### src/design/afk_pkg.sv
// Shared constants and tables for the arm segment forward kinematics block.
package afk_pkg;

    localparam int ANGLE_W       = 16;
    localparam int OUT_W         = 15;
    localparam int AW            = 24;
    localparam int CW            = 19;
    localparam int CORDIC_STEPS  = 16;
    localparam int SC_LAT        = 23;
    localparam int KIN_LAT       = 11;
    localparam int CFG_IDX_W     = 2;
    localparam int OUT_MAX       = 12285;

    localparam logic [CFG_IDX_W-1:0] REG_LEN_X = 2'd0;
    localparam logic [CFG_IDX_W-1:0] REG_LEN_Y = 2'd1;
    localparam logic [CFG_IDX_W-1:0] REG_LEN_Z = 2'd2;

    localparam logic signed [AW-1:0] Q16_PI      = 24'sd205887;
    localparam logic signed [AW-1:0] Q16_TWO_PI  = 24'sd411775;
    localparam logic signed [AW-1:0] Q16_HALF_PI = 24'sd102944;
    localparam logic [AW-1:0] Q16_TWO_PI_U  = 24'd411775;
    localparam logic [AW-1:0] Q16_FOUR_PI_U = 24'd823550;
    localparam logic [AW-1:0] Q16_EIGHT_PI_U = 24'd1647100;
    localparam logic signed [CW-1:0] CORDIC_GAIN = 19'sd39797;

    localparam logic signed [AW-1:0] ATAN_Q16 [CORDIC_STEPS] = '{
        24'sd51472, 24'sd30386, 24'sd16055, 24'sd8150,
        24'sd4091,  24'sd2047,  24'sd1024,  24'sd512,
        24'sd256,   24'sd128,   24'sd64,    24'sd32,
        24'sd16,    24'sd8,     24'sd4,     24'sd2
    };

endpackage

### src/design/afk_sincos.sv
// Pipelined angle reduction and 16-stage rotation CORDIC giving sin and cos in Q16.
module afk_sincos
    import afk_pkg::*;
#(
    parameter int ANGLE_FRAC_BITS = 13
)
(
    input  logic                      clk,
    input  logic                      en,
    input  logic signed [ANGLE_W-1:0] angle,
    output logic signed [CW-1:0]      sin_q,
    output logic signed [CW-1:0]      cos_q
);

    localparam int LSH = (ANGLE_FRAC_BITS <= 16) ? 16 - ANGLE_FRAC_BITS : 0;
    localparam int RSH = (ANGLE_FRAC_BITS > 16) ? ANGLE_FRAC_BITS - 16 : 1;

    logic signed [AW-1:0] q16;
    logic [AW-1:0]        mag;
    logic [AW-1:0]        mag0_reg, m1_reg, m2_reg;
    logic [AW-1:0]        m3;
    logic [2:0]           neg_reg;
    logic signed [AW-1:0] t3_reg, t4_reg;
    logic signed [AW-1:0] t4_next;
    logic signed [CW-1:0] cx_reg [CORDIC_STEPS+1];
    logic signed [CW-1:0] cy_reg [CORDIC_STEPS+1];
    logic signed [AW-1:0] ct_reg [CORDIC_STEPS+1];
    logic                 cf_reg [CORDIC_STEPS+1];
    logic signed [CW-1:0] sin_reg, cos_reg;

    generate
        if (ANGLE_FRAC_BITS <= 16)
        begin : g_left
            assign q16 = AW'(angle) <<< LSH;
        end
        else
        begin : g_right
            assign q16 = (AW'(angle) + signed'(AW'(1 << (RSH - 1)))) >>> RSH;
        end
    endgenerate

    assign mag = q16[AW-1] ? AW'(-q16) : AW'(q16);
    assign m3  = (m2_reg >= Q16_TWO_PI_U) ? m2_reg - Q16_TWO_PI_U : m2_reg;

    always_comb
    begin
        if (t3_reg > Q16_PI)
            t4_next = t3_reg - Q16_TWO_PI;
        else if (t3_reg < -Q16_PI)
            t4_next = t3_reg + Q16_TWO_PI;
        else
            t4_next = t3_reg;
    end

    // truncating remainder by 2*pi in three restoring steps
    always_ff @(posedge clk)
    begin
        if (en)
        begin
            mag0_reg   <= mag;
            neg_reg[0] <= q16[AW-1];
            m1_reg     <= (mag0_reg >= Q16_EIGHT_PI_U) ? mag0_reg - Q16_EIGHT_PI_U : mag0_reg;
            neg_reg[1] <= neg_reg[0];
            m2_reg     <= (m1_reg >= Q16_FOUR_PI_U) ? m1_reg - Q16_FOUR_PI_U : m1_reg;
            neg_reg[2] <= neg_reg[1];
            t3_reg     <= neg_reg[2] ? -signed'(m3) : signed'(m3);
            t4_reg     <= t4_next;
            cx_reg[0]  <= CORDIC_GAIN;
            cy_reg[0]  <= '0;
            if (t4_reg > Q16_HALF_PI)
            begin
                ct_reg[0] <= t4_reg - Q16_PI;
                cf_reg[0] <= 1'b1;
            end
            else if (t4_reg < -Q16_HALF_PI)
            begin
                ct_reg[0] <= t4_reg + Q16_PI;
                cf_reg[0] <= 1'b1;
            end
            else
            begin
                ct_reg[0] <= t4_reg;
                cf_reg[0] <= 1'b0;
            end
            sin_reg <= cf_reg[CORDIC_STEPS] ? -cy_reg[CORDIC_STEPS] : cy_reg[CORDIC_STEPS];
            cos_reg <= cf_reg[CORDIC_STEPS] ? -cx_reg[CORDIC_STEPS] : cx_reg[CORDIC_STEPS];
        end
    end

    generate
        for (genvar i = 0; i < CORDIC_STEPS; i++)
        begin : g_step
            always_ff @(posedge clk)
            begin
                if (en)
                begin
                    cf_reg[i+1] <= cf_reg[i];
                    if (ct_reg[i] >= 0)
                    begin
                        cx_reg[i+1] <= cx_reg[i] - (cy_reg[i] >>> i);
                        cy_reg[i+1] <= cy_reg[i] + (cx_reg[i] >>> i);
                        ct_reg[i+1] <= ct_reg[i] - ATAN_Q16[i];
                    end
                    else
                    begin
                        cx_reg[i+1] <= cx_reg[i] + (cy_reg[i] >>> i);
                        cy_reg[i+1] <= cy_reg[i] - (cx_reg[i] >>> i);
                        ct_reg[i+1] <= ct_reg[i] + ATAN_Q16[i];
                    end
                end
            end
        end
    endgenerate

    assign sin_q = sin_reg;
    assign cos_q = cos_reg;

endmodule

### config.mk
export PLATFORM = sky130hd
export DESIGN_NAME = afk_sincos
export DESIGN_NICKNAME = d
export VERILOG_FILES = /design/src/design/afk_pkg.sv /design/src/design/afk_sincos.sv
export SDC_FILE = /design/constraint.sdc
export NUM_CORES = 2
export LEC_CHECK = 0
export ABC_AREA = 1
export BUFFER_PORTS_ARGS = -buffer_cell sky130_fd_sc_hd__buf_2
export CORE_MARGIN = 8
export CORE_UTILIZATION = 32
export CTS_BUF_LIST = sky130_fd_sc_hd__clkbuf_16
export DETAILED_ROUTE_END_ITERATION = 10
export PLACE_DENSITY = 0.52
export SYNTH_ARGS = -nofsm -noshare
export SYNTH_HDL_FRONTEND = slang
export SYNTH_SLANG_ARGS = --single-unit
### constraint.sdc
create_clock -name clk -period 7.55 [get_ports clk]
set_input_delay 0.3775 -clock clk [delete_from_list [all_inputs] [get_ports clk]]
set_output_delay 0.3775 -clock clk [all_outputs]
set_load 0.02 [all_outputs]
==> metrics <==
area grow syn2layout=11.49%; slowest stage delay, CP=660 ps; sequential cell area=32430 um2; site row count=186; WL per Instance=15.83 um; fillers=26048; status=finished clean; synthesized area per cell=8.814 um2; Die X=523.6 um; critical path peak fanout=14; Synth Area in Adders=14.39%; mux contribution to synthesized area=0%; clk sinks=1080; clk buf depth=3; RSZ-0062 raised after global routing=false; CTS tree=built; pre-CTS setup slack=2598 ps; # IOs=56; Setup CP Type=reg -> reg; Multi-input gate area=46100 um2; Async SR Flop Fraction=0%; largest net degree at the start of global routing=167; Max Cap Viol=0; Initial DRC Count=3510; Post-Route M1 WL=94.67 mm; yosys synthesis warning count=0; worst skew pair latency=810 ps; largest family of logic cells by synthesized area=simple AND/OR/NAND/NOR gates; cell area after synthesis=82450 um2; Fmax=205.0 MHz; CTS resizes=0; Synth Area in Compound Gates=12.38%; Largest register FFs=343; DR WL met3=6.770 mm; starting density of the core=32.15%; Met2 Routed Length=99.46 mm; WP data arrival=5420 ps; Total Wirelength=206.2 mm; Post-Synth Simple-Gate Area=17.36%; uppermost layer routed=met4; xor/xnor share of the synthesized area=11.75%; post-synthesis register bit count=1080; Slew HR=30.14%; IO buf count=55; Tmin final=4878 ps; TritonCTS buffer count=137; setup TNS=0 ps; via count=64423; Die H=523.6 um; Synth Flop Type=edfxtp_1; Worst Hold Class=in -> reg; CTS Root Cell=clkbuf_16; Slowest-stage cell, CP=nor2_1; Setup WS post-layout=2672 ps; post-synth top area share=39.33%; Synth Instances=9355; Congestion Overflow GR=0; DRT antenna net count=0; Final Net Count=10458; Seq/Total Area, Yosys=39.33%; synth top area cells=edfxtp_1 (39%), ha_1 (13%), nand2_1 (8.3%); first-pass GRT wire length=335.0 mm; Critical Path RT=8090 ps; DR pass1 iterations=8; # setup viols final=0; CP Buf/Inv Count=4; vias in the first global route=64189; layout cell share with drive strength beyond 1=3.882%; area leader, netlist=edfxtp_1; crit-path cells=inv_1 > nand4_1 > o31ai_1 > a21oi_1 > o21ai_0 > nor2_1 > inv_1 > nor2_1 > inv_1 > fa_1 > o21ai_0 > a21oi_1 > inv_1 > a21oi_1 > o21bai_1 > xor2_1 > nand2_1 > nand2_1; die area=274200 um2; fin. max-slew vios=0; core box area=256500 um2; DRC=0; skew final=66.79 ps; Tcrit/Tclk final=64.60%; Critical Path Start Type=flop; CTS H-tree lvls=4; Post-synth EDFFs=1080; Final Hold Viols=0; gr usage total=14.77%; crit path capture type=flop; initial antenna violation count=1; vias per cell=4.948; Distinct cells, synth=63; clock transition at the registers of the reported paths=70 ps; Final Wtd Congestion=0.8941; cell family with most CP delay=compound AO/OA/AOI/OAI gates; worst-margin pin slew=1047 ps; post-DP HPWL=164.3 mm; most frequent cell on the critical path=inv_1
Yosys cell counts (4+ instances only):
cell and n:
nor4_1 25, a21oi_1 849, a21boi_0 13, inv_2 8
fa_1 45, clkbuf_1 53, xnor2_1 351, xor2_1 755
or2_2 15, a2111oi_0 7, o211ai_1 46, a31oi_1 118
o311ai_0 10, nor3_1 229, clkinv_1 5, edfxtp_1 1080
ha_1 876, a21o_1 79, o2111ai_1 15, buf_1 4
nor2_1 665, nand4_1 110, inv_1 933, nand2_1 1825
a211oi_1 5, o21ai_0 461, and2_1 43, nor2_4 5
o21ai_1 21, nand2_2 21, a221oi_1 5, nand3_1 439
o21ai_2 7, o31ai_1 98, o21a_1 14, nand3_2 5
buf_2 22, o21bai_1 53
final timing paths:
kind	cells after the start	from	slack, ps	endpoint
worst max register to register	18	t4_reg[15]	2670	ct_reg[0][18]
worst min-delay path	1	en	80	ct_reg[2][10]
worst max-delay path	18	t4_reg[15]	2670	ct_reg[0][18]
worst min register to register	0	ct_reg[9][5]	410	ct_reg[10][5]
kinds of logic after synthesis:
kind of cell	count (synthesis)
other	2
xor gates and xnor gates	1106
DFF	1080
adders and majority gates	921
AOI/OAI and AO/OA	1813
buffers and inverters	1031
and+or+nand+nor	3402
area by class of cell:
class | instances | share of cell area (%)
multi-input cells | 7250 | 50.15
flip-flops and latches | 1080 | 35.28
well taps | 3384 | 4.606
inverters | 946 | 3.863
clock buffers | 137 | 3.729
clock inverters | 118 | 1.554
repair buffers | 104 | 0.8194
diodes | 1 | 0.002722
placed cells by master, fill, tap and decap left out, types with 19 or more instances in the layout:
cell type / count
o21ai_1: 21
bufinv_16: 19
nor4_1: 25
ha_1: 876
clkbuf_16: 137
xnor2_1: 351
a31oi_1: 118
o21ai_0: 461
clkinv_2: 23
nand2_2: 21
a21o_1: 79
o31ai_1: 98
fa_1: 45
xor2_1: 755
and2_1: 43
inv_1: 952
nor3_1: 229
buf_2: 54
nor2_1: 665
edfxtp_1: 1080
dlygate4sd3_1: 20
o21bai_1: 53
buf_4: 25
clkinv_1: 26
nand4_1: 110
o211ai_1: 46
a21oi_1: 849
nand3_1: 439
nand2_1: 1825
metrics by stage:
stage | util (%) | cells | area, um2 | hold WS (ps)
after floorplan | - | 9361 | 82470 | 400.3
after global placement | 33.87 | 12744 | 86870 | 400.6
after detailed placement | 33.87 | 12744 | 86870 | 404.5
after CTS | 35.84 | 13019 | 91930 | 12.76
after global routing | 35.84 | 13020 | 91930 | 41.07
final | 35.84 | 13020 | 91930 | 81.26
timing repair:
| action | CTS | global route |
|---|---|---|
| buffers inserted | 0 | 0 |
| hold endpoints to repair | 17 | 0 |
| setup endpoints to repair | 0 | 0 |
| hold buffers | 20 | 0 |
metal layers:
layer / vias to the layer above / GRT usage, %
met5: - / 0
met4: 0 / 3.990
met3: 291 / 1.867
met2: 1120 / 26.28
met1: 30141 / 18.84
li1: 32871 / -
Power is not shown: default switching activity piles up to over one toggle a cycle in this logic, so the estimate is an artifact.
